**src/hdl/mmse_pkg.sv**
```systemverilog
// Shared types, constants and fixed-point helpers for the MMSE MIMO detector.
package mmse_pkg;

   localparam int WK_W    = 30;   // working values, 16 fraction bits
   localparam int WK_FRAC = 16;
   localparam int PROD_W  = 60;   // one real product of two working values
   localparam int ACC_W   = 64;   // exact sums of products
   localparam int DEN_W   = 60;   // squared pivot magnitude
   localparam int OUT_W   = 24;
   localparam int CSR_AW  = 3;
   localparam int CSR_DW  = 32;
   localparam int NV_W    = 16;

   localparam logic signed [ACC_W-1:0] WK_HI  = 64'sd536870911;
   localparam logic signed [ACC_W-1:0] WK_LO  = -64'sd536870912;
   localparam logic signed [ACC_W-1:0] OUT_HI = 64'sd8388607;
   localparam logic signed [ACC_W-1:0] OUT_LO = -64'sd8388608;

   localparam int GRAM_SHIFT  = 10;  // 26 to 16 fraction bits
   localparam int ELIM_SHIFT  = 16;  // 32 to 16 fraction bits
   localparam int FINAL_SHIFT = 19;  // 32 to 13 fraction bits
   localparam int NV_SHIFT    = 3;   // 13 to 16 fraction bits

   localparam logic [CSR_AW-3:0] REG_NOISE_VARIANCE = '0;

   // Kind of element carried by one load item
   localparam logic OP_CHANNEL  = 1'b0;
   localparam logic OP_RECEIVED = 1'b1;

   typedef struct packed {
      logic               op;
      logic [1:0]         rx_index;
      logic [1:0]         tx_index;
      logic signed [15:0] value_re;
      logic signed [15:0] value_im;
      logic               last;
   } req_item_type;

   typedef struct packed {
      logic [1:0]               stream_index;
      logic signed [OUT_W-1:0]  estimate_re;
      logic signed [OUT_W-1:0]  estimate_im;
      logic                     singular;
      logic                     last_result;
   } rsp_item_type;

   // Destination and sign of one product in the shared multiply-accumulate unit
   typedef struct packed {
      logic dst_im;
      logic neg;
   } mul_tag_type;

   typedef enum logic [5:0] {
      ST_IDLE,
      ST_G_RDA, ST_G_RDB, ST_G_CAPB, ST_G_MUL, ST_G_DRAIN, ST_G_WR1, ST_G_WR2,
      ST_P_RD, ST_P_CAP, ST_P_MUL, ST_P_DRAIN, ST_P_DEN,
      ST_N_RD, ST_N_CAP, ST_N_MUL, ST_N_DRAIN, ST_N_DRE, ST_N_WRE, ST_N_DIM, ST_N_WIM,
      ST_N_WR,
      ST_E_FRD, ST_E_FCAP, ST_E_RDB, ST_E_RDC, ST_E_MUL, ST_E_DRAIN, ST_E_WR,
      ST_F_RD, ST_F_CAP, ST_F_MUL, ST_F_DRAIN, ST_F_OUT
   } state_type;

   // Shift right by s, rounding half away from zero
   function automatic logic signed [ACC_W-1:0] rshr(input logic signed [ACC_W-1:0] x,
                                                    input int unsigned s);
      logic signed [ACC_W-1:0] half;
      logic signed [ACC_W-1:0] mag;
      half = 64'sd1 <<< (s - 1);
      mag  = -x;
      if (x >= 0) begin
         rshr = (x + half) >>> s;
      end else begin
         rshr = -((mag + half) >>> s);
      end
   endfunction

   // Saturate to the working range
   function automatic logic signed [WK_W-1:0] sat_wk(input logic signed [ACC_W-1:0] x);
      if (x > WK_HI) begin
         sat_wk = WK_HI[WK_W-1:0];
      end else if (x < WK_LO) begin
         sat_wk = WK_LO[WK_W-1:0];
      end else begin
         sat_wk = x[WK_W-1:0];
      end
   endfunction

   // Saturate to the output range
   function automatic logic signed [OUT_W-1:0] sat_out(input logic signed [ACC_W-1:0] x);
      if (x > OUT_HI) begin
         sat_out = OUT_HI[OUT_W-1:0];
      end else if (x < OUT_LO) begin
         sat_out = OUT_LO[OUT_W-1:0];
      end else begin
         sat_out = x[OUT_W-1:0];
      end
   endfunction

endpackage

```
**src/hdl/mmse_mac.sv**
```systemverilog
// Shared real multiplier with registered product and complex accumulator.
module mmse_mac import mmse_pkg::*; (
   input  logic                    clock,
   input  logic                    reset,
   input  logic                    mul_valid,
   input  logic signed [WK_W-1:0]  mul_a,
   input  logic signed [WK_W-1:0]  mul_b,
   input  mul_tag_type             mul_tag,
   input  logic                    acc_clr,
   output logic signed [ACC_W-1:0] acc_re,
   output logic signed [ACC_W-1:0] acc_im
);

   logic                     prod_valid_ff;
   logic signed [PROD_W-1:0] prod_ff;
   logic signed [PROD_W-1:0] prod_in;
   mul_tag_type              prod_tag_ff;
   logic signed [ACC_W-1:0]  acc_re_ff, acc_re_in;
   logic signed [ACC_W-1:0]  acc_im_ff, acc_im_in;
   logic signed [ACC_W-1:0]  term;

   // Form one product
   assign prod_in = PROD_W'(mul_a) * PROD_W'(mul_b);

   // Add or subtract the registered product into its accumulator
   always_comb begin
      term      = prod_tag_ff.neg ? -ACC_W'(prod_ff) : ACC_W'(prod_ff);
      acc_re_in = acc_re_ff;
      acc_im_in = acc_im_ff;
      if (acc_clr) begin
         acc_re_in = '0;
         acc_im_in = '0;
      end else if (prod_valid_ff) begin
         if (prod_tag_ff.dst_im) begin
            acc_im_in = acc_im_ff + term;
         end else begin
            acc_re_in = acc_re_ff + term;
         end
      end
   end

   always_ff @(posedge clock) begin
      if (reset) begin
         prod_valid_ff <= 1'b0;
      end else begin
         prod_valid_ff <= mul_valid;
      end
      prod_ff     <= prod_in;
      prod_tag_ff <= mul_tag;
      acc_re_ff   <= acc_re_in;
      acc_im_ff   <= acc_im_in;
   end

   assign acc_re = acc_re_ff;
   assign acc_im = acc_im_ff;

endmodule

```
**config.mk**
```make
export PLATFORM = sky130hd
export DESIGN_NAME = mmse_mac
export DESIGN_NICKNAME = d
export VERILOG_FILES = /design/src/hdl/mmse_pkg.sv /design/src/hdl/mmse_mac.sv
export SDC_FILE = /design/constraint.sdc
export NUM_CORES = 2
export LEC_CHECK = 0
export BUFFER_PORTS_ARGS = -buffer_cell sky130_fd_sc_hd__buf_2
export CORE_ASPECT_RATIO = 0.9
export CORE_MARGIN = 2
export CORE_UTILIZATION = 51
export CTS_CLUSTER_DIAMETER = 50
export DETAILED_ROUTE_END_ITERATION = 16
export GPL_TIMING_DRIVEN = 0
export PLACE_DENSITY = 0.79
export SLEW_MARGIN = 20
export SYNTH_ARGS = -nofsm -noshare
export SYNTH_HDL_FRONTEND = slang
export SYNTH_SLANG_ARGS = --single-unit
```
**constraint.sdc**
```tcl
create_clock -name clock -period 16.7 [get_ports clock]
set_input_delay 2.505 -clock clock [delete_from_list [all_inputs] [get_ports clock]]
set_output_delay 2.505 -clock clock [all_outputs]
set_load 0.03 [all_outputs]
```
* Yosys cells after proc, flatten, opt, wreduce, memory -nomap -nowiden
Cells that the tools add are included. Widths: inputs -> output; s select.
Operators by class: mux-type cells 1, multipliers 1, reductions and logical operators 2, $add $sub $neg 3, bitwise gates (word level) 1
Operators with widths (number):
- $add 64x64->64 | 2
- $mux 64 | 1
- $neg 60->64 | 1
- $mul 30x30->60 | 1
- $reduce_and 2->1 | 2
- $not 1->1 | 1
Storage, ports and cells: word-level logic and storage cells 14, flip-flop bits (word level) 191, input port bits 66, output and inout port bits 128

* Longest topological paths before layout
word-level depth 3, gate-level depth with buffers 28, gate-level depth less buffers 27

* Worst setup path after synthesis
OpenSTA, ideal clock, no wires.
path type input to register, start point in mul_a[29], end point reg prod_ff[59], required time 16579 ps, path buffers 1, stages on the path 27, library setup time 121 ps, data arrival time 10083 ps, slack 6496 ps, cell sequence clkbuf_1 > nand2_1 > inv_1 > fa_1 > inv_1 > fa_1 > inv_1 > fa_1 > fa_1 > inv_1 > fa_1 > inv_1 > fa_1 > fa_1 > inv_1 > fa_1 > inv_1 > ha_1 > nand4_1 > or2_2 > a2111oi_0 > nor3_1 > a211oi_1 > a211oi_1 > o31ai_1 > a21oi_1 > xnor2_1
Between the ends: word-level cells in the longest chain between the ends 1
RTL lines:
- start, declared | line mmse_mac.sv:6 | input logic signed [WK_W-1:0] mul_a,
- $mul 30x30->60 | line mmse_mac.sv:23 | assign prod_in = PROD_W'(mul_a) * PROD_W'(mul_b);
- via prod_in[59] | line mmse_mac.sv:16 | logic signed [PROD_W-1:0] prod_in;
- end signal, assigned | line mmse_mac.sv:48 | prod_ff <= prod_in;
- end, declared | line mmse_mac.sv:15 | logic signed [PROD_W-1:0] prod_ff;
The timed path passes the listed nets, and every way through them passes these cells. A chain may end at the register's enable or synchronous reset.

* Worst setup path in the final report
start point in mul_b[4], end point reg prod_ff[59]
Between the ends: word-level cells in the longest chain between the ends 1
RTL lines:
- start, declared | line mmse_mac.sv:7 | input logic signed [WK_W-1:0] mul_b,
- $mul 30x30->60 | line mmse_mac.sv:23
- via prod_in[59] | line mmse_mac.sv:16
The timed path passes the listed nets, and every way through them passes these cells.

==> results_dict.tcl <==
set metrics [dict create \
    status "finished clean" \
    slew_viol_final 0 \
    dpl.hpwl_um 131700 \
    ys_seq_area_share_pct 8.257 \
    cap_violations 0 \
    worst_path_max_delay_cell "a2111oi_0" \
    die_area_mm2 0.09324 \
    min_path_type "reg2reg" \
    clockBufferDepth 2 \
    fin_cells 6659 \
    slowest_delay_ns 0.89 \
    ios 194 \
    path_common_cell "fa_1" \
    vias 38610 \
    cts_tree "yes" \
    first_pass_iters 7 \
    cts_root_buffer "clkbuf_16" \
    endpoint_kind "flip-flop" \
    drt-initial-drc-count 4170 \
    synth-seq-cells 191 \
    first_global_vias 39380 \
    netlist-cell-type-count 81 \
    synth_flop_cell "dfxtp_1" \
    gp_congestion 1.076 \
    rows 104 \
    drcViolationCount 0 \
    rsz0062_at_grt "no" \
    setup_violations 0 \
    grt_pass1_wl_um 236000 \
    worstPathRequired_ns 17.04 \
    syn-cell-area_mm2 0.04631 \
    crit_type "in2reg" \
    slew_headroom_pct 15.03 \
    ant_nets 0 \
    core_area_mm2 0.08966 \
    layout_common_cells "inv_1 (990), fa_1 (960), nand2_1 (735)" \
    tightest_slew_ns 1.275 \
    synth_nets 6649 \
    synth_top_area_share_pct 41.50 \
    hold_slack_ns 0.4792 \
    postCtsSetupBuffers 0 \
    avgViaCountPerCell 5.798 \
    fmax_mhz 81.83 \
    numPlacedInstances 6622 \
    fillCellCount 8152 \
    synth-async-reset-ratio_pct 0 \
    yosys_warnings 0 \
    grt-ovfl-total 0 \
    avgRoutedWirePerCell_um 23.50 \
    cp_max_fo 11 \
    hold_viol_final 0 \
    finalClockSkew_ns 0.01207 \
    initial_core_util_pct 51.65 \
    antenna_found_initial 13 \
    ff2ff_path_depth 17 \
    path_depth 27 \
    numPortBuffers 134 \
    clkTransAtPathRegs_ns 0.07 \
    die_x_um 321.6 \
    synth_top_cell_by_area "fa_1" \
    wl_um 156500 \
    postCtsHoldBufs 0 \
    grt_max_degree 21 \
    fin_crit_sh_pct 73.17 \
    final_common_cell "inv_1" \
    insertion_delay_ns 0.47 \
    finalNetCount 6802 \
    multi_input_area_mm2 0.03773 \
    drive_gt1_share_pct 3.754 \
    min_path_cells 2 \
    cts_max_level 4 \
    synth.area.top_cells "fa_1 (41%), dfxtp_1 (8.3%), ha_1 (8.1%)" \
    synth_edf_count 0 \
    period_needed_ns 12.22 \
    path_buf_inv 8 \
    cts_buffers 17 \
    syn_avg_cell_area_um2 8.702 \
    track_usage_pct 33.86 \
    fp.dieH_um 289.9 \
    crit_family "adder cells" \
    cts.sinks 191 \
    crit_path_start_kind "input pin" \
    area_growth_pct 5.874 \
    fin_tns_setup_ns 0 \
    seq_area_mm2 0.003824 \
    syn_inst 5322 \
    ctsResizeCount 0 \
    worst_ep_arrival_time_ns 12.56 \
]
-- cell families (layout without fill, tap and decap cells) --
family	after synthesis	in the layout	share of synthesized area [%]
fa+ha+maj	1261	1261	49.63
xor+xnor	224	224	4.236
flops	191	191	8.257
mux	3	3	0.06754
simple gates	1612	1612	16.99
compound gates	764	764	10.53
other cells	0	5	0
buf+inv	1267	1433	10.29
-- registers in the layout, summed over array words and instances, names as in the netlist --
signal	count
prod_valid_ff	1
prod_tag_ff	2
acc_im	64
acc_re	64
prod_ff	60
-- cell usage after synthesis (all sizes together) (19+ instances only) --
| library cell | count |
|---|---|
| inv | 991 |
| nor2b | 25 |
| o21bai | 42 |
| a21oi | 269 |
| and2 | 422 |
| o41ai | 20 |
| o21ai | 128 |
| nand4 | 38 |
| fa | 960 |
| dfxtp | 191 |
| xor2 | 55 |
| xnor2 | 169 |
| ha | 301 |
| and3 | 19 |
| o21a | 24 |
| a31oi | 34 |
| nor3 | 43 |
| clkbuf | 262 |
| a21o | 87 |
| a211oi | 30 |
| nor2 | 151 |
| nand2b | 20 |
| o31ai | 29 |
| nand2 | 735 |
| nand3 | 69 |
-- tightest hold or removal path, stage by stage, from the launching register on --
cell,delay (ns)
dfxtp_1,0.33
nand2_1,0.06
a21oi_1,0.05
-- path summary, 6_finish.rpt --
kind                                     to  slack (ns)  startpoint
worst min-delay path             acc_re[49]        0.48  acc_re[49]
worst min register to register   acc_re[49]        0.48  acc_re[49]
worst max-delay path            prod_ff[59]        4.48    mul_b[4]
worst max register to register   acc_im[56]       10.60  prod_ff[3]
-- final cells by class --
| class | instances | share of cell area (%) |
|---|---|---|
| multi-input combinational | 3864 | 76.95 |
| timing repair buffer | 134 | 1.368 |
| tap | 1166 | 2.975 |
| buffer | 274 | 2.115 |
| inverter | 993 | 7.602 |
| clock buffer | 18 | 0.8753 |
| clock inverter | 14 | 0.2884 |
| sequential | 191 | 7.799 |
| antenna | 5 | 0.02552 |
-- routing by layer --
| layer | share of wire, % | global-route usage [%] | vias up |
|---|---|---|---|
| met3 | 13 | 11.45 | 413 |
| met4 | 5.2 | 14.87 | 16 |
| li1 | - | - | 16820 |
| met2 | 43 | 50.56 | 2373 |
| met5 | 0.10 | 0.2584 | - |
| met1 | 39 | 44.73 | 18990 |
-- metrics by stage --
stage / area (um^2) / utilization [%] / worst slack (ns)
2_1_floorplan: 46310 / - / 6.496
3_3_place_gp: 48440 / 54.03 / 4.442
3_5_place_dp: 48440 / 54.03 / 4.184
4_1_cts: 49010 / 54.67 / 4.651
5_1_grt: 49020 / 54.68 / 4.088
6_report: 49030 / 54.69 / 4.480
Power is not shown: default switching activity piles up to over one toggle a cycle in this logic, so the estimate is an artifact.
