--- config.mk ---
export PLATFORM = sky130hd
export DESIGN_NAME = mmse_div
export DESIGN_NICKNAME = d
export VERILOG_FILES = /design/src/hdl/mmse_pkg.sv /design/src/hdl/mmse_div.sv
export SDC_FILE = /design/constraint.sdc
export NUM_CORES = 1
export LEC_CHECK = 0
export BUFFER_PORTS_ARGS = -buffer_cell sky130_fd_sc_hd__buf_4
export CAP_MARGIN = 5
export CORE_MARGIN = 2
export CORE_UTILIZATION = 50
export DETAILED_ROUTE_END_ITERATION = 7
export PLACE_DENSITY = 0.78
export REMOVE_ABC_BUFFERS = 1
export SLEW_MARGIN = 20
export SYNTH_ARGS = -nofsm -noshare
export SYNTH_HDL_FRONTEND = slang
export SYNTH_SLANG_ARGS = --single-unit
--- constraint.sdc ---
create_clock -name clock -period 5.8 [get_ports clock]
set_input_delay 1.16 -clock clock [delete_from_list [all_inputs] [get_ports clock]]
set_output_delay 1.16 -clock clock [all_outputs]
set_load 0.03 [all_outputs]
--- src/hdl/mmse_pkg.sv ---
// Shared types, constants and fixed-point helpers for the MMSE MIMO detector.
package mmse_pkg;

   localparam int WK_W    = 30;   // working values, 16 fraction bits
   localparam int WK_FRAC = 16;
   localparam int PROD_W  = 60;   // one real product of two working values
   localparam int ACC_W   = 64;   // exact sums of products
   localparam int DEN_W   = 60;   // squared pivot magnitude
   localparam int OUT_W   = 24;
   localparam int CSR_AW  = 3;
   localparam int CSR_DW  = 32;
   localparam int NV_W    = 16;

   localparam logic signed [ACC_W-1:0] WK_HI  = 64'sd536870911;
   localparam logic signed [ACC_W-1:0] WK_LO  = -64'sd536870912;
   localparam logic signed [ACC_W-1:0] OUT_HI = 64'sd8388607;
   localparam logic signed [ACC_W-1:0] OUT_LO = -64'sd8388608;

   localparam int GRAM_SHIFT  = 10;  // 26 to 16 fraction bits
   localparam int ELIM_SHIFT  = 16;  // 32 to 16 fraction bits
   localparam int FINAL_SHIFT = 19;  // 32 to 13 fraction bits
   localparam int NV_SHIFT    = 3;   // 13 to 16 fraction bits

   localparam logic [CSR_AW-3:0] REG_NOISE_VARIANCE = '0;

   // Kind of element carried by one load item
   localparam logic OP_CHANNEL  = 1'b0;
   localparam logic OP_RECEIVED = 1'b1;

   typedef struct packed {
      logic               op;
      logic [1:0]         rx_index;
      logic [1:0]         tx_index;
      logic signed [15:0] value_re;
      logic signed [15:0] value_im;
      logic               last;
   } req_item_type;

   typedef struct packed {
      logic [1:0]               stream_index;
      logic signed [OUT_W-1:0]  estimate_re;
      logic signed [OUT_W-1:0]  estimate_im;
      logic                     singular;
      logic                     last_result;
   } rsp_item_type;

   // Destination and sign of one product in the shared multiply-accumulate unit
   typedef struct packed {
      logic dst_im;
      logic neg;
   } mul_tag_type;

   typedef enum logic [5:0] {
      ST_IDLE,
      ST_G_RDA, ST_G_RDB, ST_G_CAPB, ST_G_MUL, ST_G_DRAIN, ST_G_WR1, ST_G_WR2,
      ST_P_RD, ST_P_CAP, ST_P_MUL, ST_P_DRAIN, ST_P_DEN,
      ST_N_RD, ST_N_CAP, ST_N_MUL, ST_N_DRAIN, ST_N_DRE, ST_N_WRE, ST_N_DIM, ST_N_WIM,
      ST_N_WR,
      ST_E_FRD, ST_E_FCAP, ST_E_RDB, ST_E_RDC, ST_E_MUL, ST_E_DRAIN, ST_E_WR,
      ST_F_RD, ST_F_CAP, ST_F_MUL, ST_F_DRAIN, ST_F_OUT
   } state_type;

   // Shift right by s, rounding half away from zero
   function automatic logic signed [ACC_W-1:0] rshr(input logic signed [ACC_W-1:0] x,
                                                    input int unsigned s);
      logic signed [ACC_W-1:0] half;
      logic signed [ACC_W-1:0] mag;
      half = 64'sd1 <<< (s - 1);
      mag  = -x;
      if (x >= 0) begin
         rshr = (x + half) >>> s;
      end else begin
         rshr = -((mag + half) >>> s);
      end
   endfunction

   // Saturate to the working range
   function automatic logic signed [WK_W-1:0] sat_wk(input logic signed [ACC_W-1:0] x);
      if (x > WK_HI) begin
         sat_wk = WK_HI[WK_W-1:0];
      end else if (x < WK_LO) begin
         sat_wk = WK_LO[WK_W-1:0];
      end else begin
         sat_wk = x[WK_W-1:0];
      end
   endfunction

   // Saturate to the output range
   function automatic logic signed [OUT_W-1:0] sat_out(input logic signed [ACC_W-1:0] x);
      if (x > OUT_HI) begin
         sat_out = OUT_HI[OUT_W-1:0];
      end else if (x < OUT_LO) begin
         sat_out = OUT_LO[OUT_W-1:0];
      end else begin
         sat_out = x[OUT_W-1:0];
      end
   endfunction

endpackage

--- src/hdl/mmse_div.sv ---
// Radix-2 restoring divider: |num| / den with 16 fraction bits, clamped, sign applied.
module mmse_div import mmse_pkg::*; (
   input  logic                    clock,
   input  logic                    reset,
   input  logic                    div_start,
   input  logic signed [ACC_W-1:0] num,
   input  logic [DEN_W-1:0]        den,
   output logic                    div_done,
   output logic signed [WK_W-1:0]  quot
);

   localparam int MAG_W       = DEN_W + 1;
   localparam int REM_W       = DEN_W + 2;
   localparam int INT_STEPS   = MAG_W;
   localparam int FRAC_STEPS  = 16;
   localparam int TOTAL_STEPS = INT_STEPS + FRAC_STEPS;
   localparam int CNT_W       = $clog2(TOTAL_STEPS);
   localparam logic [MAG_W-1:0] Q_CLAMP = MAG_W'(1) << 13;

   logic               busy_ff;
   logic               done_ff;
   logic [CNT_W-1:0]   cnt_ff;
   logic [MAG_W-1:0]   mag_ff;
   logic [REM_W-1:0]   rem_ff;
   logic [MAG_W-1:0]   q_ff;
   logic [DEN_W-1:0]   den_ff;
   logic               neg_ff;
   logic signed [ACC_W-1:0] abs_num;
   logic [REM_W-1:0]   rem_sh;
   logic [REM_W-1:0]   rem_in;
   logic [MAG_W-1:0]   q_in;
   logic               qbit;
   logic               int_phase;
   logic signed [ACC_W-1:0] q_signed;

   assign abs_num   = (num < 0) ? -num : num;
   assign int_phase = (int'(cnt_ff) < INT_STEPS);

   // One quotient bit per cycle
   always_comb begin
      if (int_phase) begin
         rem_sh = {rem_ff[REM_W-2:0], mag_ff[MAG_W-1]};
      end else begin
         rem_sh = {rem_ff[REM_W-2:0], 1'b0};
      end
      qbit   = (rem_sh >= REM_W'(den_ff));
      rem_in = qbit ? (rem_sh - REM_W'(den_ff)) : rem_sh;
      q_in   = {q_ff[MAG_W-2:0], qbit};
      // Clamp the integer part once it is complete
      if (int'(cnt_ff) == INT_STEPS - 1 && q_in > Q_CLAMP) begin
         q_in = Q_CLAMP;
      end
   end

   always_ff @(posedge clock) begin
      if (reset) begin
         busy_ff <= 1'b0;
         done_ff <= 1'b0;
         cnt_ff  <= '0;
      end else begin
         done_ff <= 1'b0;
         if (div_start) begin
            busy_ff <= 1'b1;
            cnt_ff  <= '0;
         end else if (busy_ff) begin
            cnt_ff <= cnt_ff + CNT_W'(1);
            if (int'(cnt_ff) == TOTAL_STEPS - 1) begin
               busy_ff <= 1'b0;
               done_ff <= 1'b1;
            end
         end
      end
      if (div_start) begin
         mag_ff <= abs_num[MAG_W-1:0];
         rem_ff <= '0;
         q_ff   <= '0;
         den_ff <= den;
         neg_ff <= (num < 0);
      end else if (busy_ff) begin
         mag_ff <= {mag_ff[MAG_W-2:0], 1'b0};
         rem_ff <= rem_in;
         q_ff   <= q_in;
      end
   end

   // Apply the sign and saturate
   assign q_signed = neg_ff ? -ACC_W'(q_ff) : ACC_W'(q_ff);
   assign quot     = sat_wk(q_signed);
   assign div_done = done_ff;

endmodule
=== Word-level counts from Yosys, hierarchy flattened ===
Index checks and enable logic that the tools add are counted.

* Add/sub/neg operators: 4
* Order comparisons: 6
* Equal/unequal tests: 2
* Muxes and demuxes: 13
* Bitwise logic cells: 1
* Reductions and logical operators: 4

{| class="wikitable"
|+ Operators by type and width
! cell !! count
|-
| 2-to-1 mux 61 bit || 5
|-
| greater-than comparator 64 x 30 -> 1 bit, second input constant || 1
|-
| < comparator 64 x 1 -> 1 bit, second input constant || 1
|-
| < comparator 64 x 30 -> 1 bit, second input constant || 1
|-
| 2-to-1 mux 64 bit || 1
|-
| negator 61 -> 64 bit || 1
|-
| >= comparator 62 x 60 -> 1 bit || 1
|-
| greater-than comparator 61 x 14 -> 1 bit, second input constant || 1
|-
| negator 61 bit || 1
|-
| subtractor 61 x 60 -> 61 bit || 1
|-
| 2-to-1 mux 30 bit || 2
|-
| equality test 7 bit, second input constant || 2
|-
| adder 7 x 1 -> 7 bit, second input constant || 1
|-
| < comparator 7 x 6 -> 1 bit, second input constant || 1
|-
| 2-to-1 mux 1 bit || 5
|-
| OR reduction 3 bit || 1
|-
| nonzero test 2 bit || 1
|-
| OR reduction 2 bit || 1
|-
| logical AND 1 bit || 1
|-
| inverter 1 bit || 1
|}

* Bits in registers: 253
* Bits of input ports: 127
* Output and inout port bits: 31
* Word-level logic and storage cells: 38

=== Depth between registers and ports, before layout ===
* Depth after elaboration: 6
* Mapped depth: 18
* Depth with buffers taken out: 15

=== Worst setup path after synthesis ===
No wires, ideal clock.

* Kind: register -> output
* From: reg q_ff[2]
* To: out quot[0]
* Arrival time: 4.303 ns
* Data required time: 4.640 ns
* Setup slack: 0.337 ns
* Stages on the path, launching flop included: 16
* Buffers on the path: 5
* Cells stage by stage: dfxtp_1 -> buf_6 -> nor4_4 -> nand4_2 -> or4_1 -> buf_2 -> or3b_1 -> buf_2 -> or3_4 -> o31ai_1 -> xor2_1 -> nor4_1 -> a31oi_1 -> clkbuf_1 -> clkbuf_1 -> o21ai_0

* Word-level cells in the longest chain between the ends: 5
* Elaborated cells between the ends (all ways): 6
* Those cells by class: 1 x add/sub; 2 x order compare; 3 x mux

{| class="wikitable"
|+ Ends and longest elaborated chain
! item !! line !! RTL
|-
| start: declaration || mmse_div.sv:25 || <nowiki>logic [MAG_W-1:0] q_ff;</nowiki>
|-
| start signal: assignment || mmse_div.sv:82 || <nowiki>q_ff <= q_in;</nowiki>
|-
| negator 61 -> 64 bit || mmse_div.sv:87 || <nowiki>assign q_signed = neg_ff ? -ACC_W'(q_ff) : ACC_W'(q_ff);</nowiki>
|-
| 2-to-1 mux 64 bit (*) || mmse_div.sv:87 ||
|-
| < comparator 64 x 30 -> 1 bit || mmse_pkg.sv:81 || <nowiki>end else if (x < WK_LO) begin</nowiki>
|-
| 2-to-1 mux 30 bit || mmse_pkg.sv:81 ||
|-
| 2-to-1 mux 30 bit (*) || mmse_pkg.sv:79 || <nowiki>if (x > WK_HI) begin</nowiki>
|-
| end: declaration || mmse_div.sv:9 || <nowiki>output logic signed [WK_W-1:0] quot</nowiki>
|}

Mark *: on every way between the ends. The rest lies on a longest branch, timed or not.

=== Final worst setup path ===
* From: reg q_ff[24]
* To: out quot[15]

The elaborated chain is that of the path after synthesis.

==> key figures <==
Run status
  – Status: completed

STA
  – Period utilization: 99.8%
  – RSZ-0062 raised after global routing: true
  – Max_slew headroom: between 30% and 40%
  – Final setup margin: about 0.014 ns
  – Max Transition Viols Final: 0
  – Final hold vios: 0
  – Clock Skew: 0.0221 ns
  – Worst-Margin Slew: 0.905 ns
  – Max Clk Rate: 173 MHz
  – Tmin final: slightly below 6 ns
  – Setup Viol. Count Final: 0

Layout
  – Most common cell after layout, fill and taps aside: nor2_1
  – Area delta synth->final: 16.8%
  – Commonest non-fill, non-tap cells in the layout: 196 x nor2_1, 195 x buf_4, 191 x nand2_1
  – Share of layout cells above drive strength 1: approximately 15%
  – Nets: 2,197

Pwr
  – Pwr Total: 5.37 mW
  – VDD IR max: 0.214 mV
  – Int Pwr: 3.64 mW
  – Clock Power Share: 32.7%
  – Sw power: 1.73 mW
  – Pleak: 7.74 nW
  – Power Density: 284 mW/mm²
  – Register share of total power: 39.0%
  – Comb pwr share: about 28%
  – Net Sw Frac: 32.2%

Flow run
  – Max cap viols: 0

Detailed routing
  – Antenna viol nets, final: 0
  – Vias per std cell: 5.92
  – Initial DRC count: 1,074
  – Routed len/inst: 16.7 µm
  – Routed WL: 40,600 µm
  – Residual DRC: 0
  – DR pass1 iterations: 6
  – Vias: about 14,000

Die
  – DIE HEIGHT: ~180 µm
  – Core region area: 0.0317 mm²
  – Row count: 65
  – Die W: 184 µm
  – Initial Util: 50.9%
  – Die ar.: 0.0338 mm²
  – Io pins: about 160

Clocking
  – Number of hold buffers added after cts: 0
  – Longest Clk Path Bufs: 3
  – Clock Sinks: 253
  – CTS HTree Levels: 1
  – CTS buffer count: 28
  – Worst-path clk slew: roughly 0.060 ns
  – TritonCTS clock tree: done
  – Clk_lat worst skew: 0.57 ns
  – Clk root buf: clkbuf_16

Logic synthesis
  – Avg Cell Area, Syn: 8.49 µm²
  – Sequential-to-total area share from yosys stat: 38.9%
  – Yosys warning count: 0
  – Top FF cell, synth: dfxtp_1
  – Synthesized instance count: 1,902
  – Post-synthesis cell type count: 73
  – Fraction of registers with async set/reset: 0%
  – #FFs+latches synth: 253
  – Syn Std Cell Area: 0.0162 mm²
  – Number of synthesized flops with an enable pin: roughly 120

Setup path
  – Setup CP Type: reg -> out
  – Crit. End Element: output port
  – Crit path arrival time: 4.63 ns
  – Worst EP required: ~4.6 ns
  – Crit path launch: q_ff[24]$_SDFFE_PP0P_
  – Worst Setup Start Kind: flop
  – Worst flop-to-flop path startpoint: cnt_ff[3]$_SDFFE_PP0P_
  – Worst Path Max Fanout: 7

GRT
  – Global-route usage over all layers: 23.5%
  – Pin count of the biggest net entering global routing: 113
  – Vias in the first global route: 13,720
  – Global route total overflow: 0
  – First-pass GRT wire length: 66,400 µm
  – Initial antenna violation count: 2

Worst hold path
  – Worst Hold Class: reg -> reg
  – Min-delay src: rem_ff[1]$_SDFFE_PP0P_

Place
  – Setup WS pre-CTS: 0.231 ns
  – IO buf count: roughly 160
  – HPWL Detailed: 28,000 µm
  – GP Congestion: 0.884
layer usage:
layer	vias up	GRT usage, %	wire, µm
met3	79	4.08	2430
met1	6745	31.7	18300
met5	-	0	0
li1	7137	-	-
met4	0	8.22	1240
met2	434	38.1	18600
worst max-delay path: stages (launching register included):
cell	delay, ns
dfxtp_4	0.37
nor4_4	0.32
nand3_2	0.14
or4_4	0.55
or3b_4	0.41
or3_4	0.36
nand2_4	0.08
xnor2_2	0.07
or4_1	0.48
or4_4	0.44
o41ai_4	0.26
buf_4	0.21
buf_6	0.13
o21ai_0	0.07
buf_4	0.17
synth_stat cells, types with 4 or more instances:
| cell type | instances | area share (%) |
|---|---|---|
| and2_1 | 6 | 0.23 |
| a32oi_1 | 6 | 0.33 |
| nor4_1 | 12 | 0.46 |
| o31ai_1 | 31 | 1.4 |
| o21a_1 | 13 | 0.60 |
| xor2_1 | 104 | 5.6 |
| a21o_1 | 28 | 1.3 |
| o211ai_1 | 9 | 0.42 |
| inv_1 | 101 | 2.3 |
| nand3_1 | 23 | 0.71 |
| nand4_1 | 37 | 1.4 |
| edfxtp_1 | 122 | 23 |
| a31oi_1 | 10 | 0.39 |
| dfxtp_1 | 131 | 16 |
| a21oi_1 | 164 | 5.1 |
| a21boi_0 | 4 | 0.19 |
| o21ai_0 | 103 | 3.2 |
| or3_1 | 23 | 0.89 |
| o41ai_1 | 19 | 1.0 |
| nor2b_1 | 10 | 0.39 |
| mux2i_1 | 8 | 0.50 |
| nor3_1 | 43 | 1.3 |
| ha_1 | 64 | 5.0 |
| nand2_1 | 193 | 4.5 |
| buf_2 | 5 | 0.15 |
| or4_1 | 21 | 0.98 |
| or2_2 | 7 | 0.27 |
| nand3b_1 | 4 | 0.19 |
| clkbuf_1 | 119 | 2.8 |
| o21bai_1 | 7 | 0.33 |
| nor2_1 | 198 | 4.6 |
| nand2b_1 | 14 | 0.54 |
| a311oi_1 | 35 | 1.9 |
| a211oi_1 | 29 | 1.3 |
| a22o_1 | 61 | 3.3 |
| a41oi_1 | 5 | 0.27 |
| a221oi_1 | 4 | 0.22 |
| o21ai_1 | 13 | 0.40 |
| nor4b_1 | 5 | 0.27 |
| xnor2_1 | 59 | 3.2 |
kinds of logic (layout without fill, tap and decap cells):
group / after synthesis / after routing / share of synthesized area (%)
buf+inv: 232 / 357 / 5.59
fa+ha+maj: 65 / 65 / 5.08
flops: 253 / 253 / 38.9
compound gates: 567 / 567 / 23.2
other cells: 0 / 2 / 0
mux: 9 / 9 / 0.565
xor+xnor: 163 / 163 / 8.84
simple gates: 613 / 613 / 17.8
state kept, by name, indices dropped and copies added (netlist names):
name and count:
rem_ff 61, q_ff 61, cnt_ff 7, mag_ff 61
busy_ff 1, div_done 1, den_ff 60, neg_ff 1
what timing repair did:
action | CTS | global route
gates cloned | 2 | 2
pin swaps | 12 | 12
buffers inserted | 7 | 8
gates resized for setup | 31 | 30
setup endpoints to repair | 29 | 29
hold endpoints to repair | 0 | 0
per-stage QoR:
stage | instance area [µm²] | instances | hold WS (ns) | util, % | TNS, ns
3_5_place_dp | 17600 | 2357 | 0.482 | 55.4 | 0
3_3_place_gp | 17600 | 2357 | 0.477 | 55.4 | 0
6_report | 18900 | 2431 | 0.491 | 59.5 | 0
4_1_cts | 18700 | 2418 | 0.490 | 58.9 | -0.349
5_1_grt | 18900 | 2431 | 0.516 | 59.5 | -2.44
2_1_floorplan | 15600 | 1771 | 0.453 | - | -29.94
power by group through the flow:
stage / registers [mW] / clock network (mW) / logic (mW)
final: 2.09 / 1.76 / 1.52
after global routing: 2.11 / 1.85 / 1.68
after CTS: 2.10 / 1.79 / 1.47
after detailed placement: 2.14 / 0 / 1.44
after global placement: 2.13 / 0 / 1.41
after floorplan: 2.12 / 0 / 0.996
area by class of cell:
cell class / count / area (µm²)
sequential: 253 / 6310
tap: 402 / 503
timing repair buffer: 204 / 1590
inverter: 101 / 379
antenna: 2 / 5.00
clock buffer: 39 / 803
clock inverter: 13 / 111
fill: 2783 / 12800
multi-input combinational: 1417 / 9180
worst paths after layout:
path	to	slack (ns)	cells past startpoint
hold / removal	rem_ff[1]$_SDFFE_PP0P_	0.49	2
hold reg to reg	rem_ff[1]$_SDFFE_PP0P_	0.49	2
setup / recovery	quot[15]	0.01	14
setup reg to reg	rem_ff[57]$_SDFFE_PP0P_	1.28	13
Power figures use the tool's default switching activity.
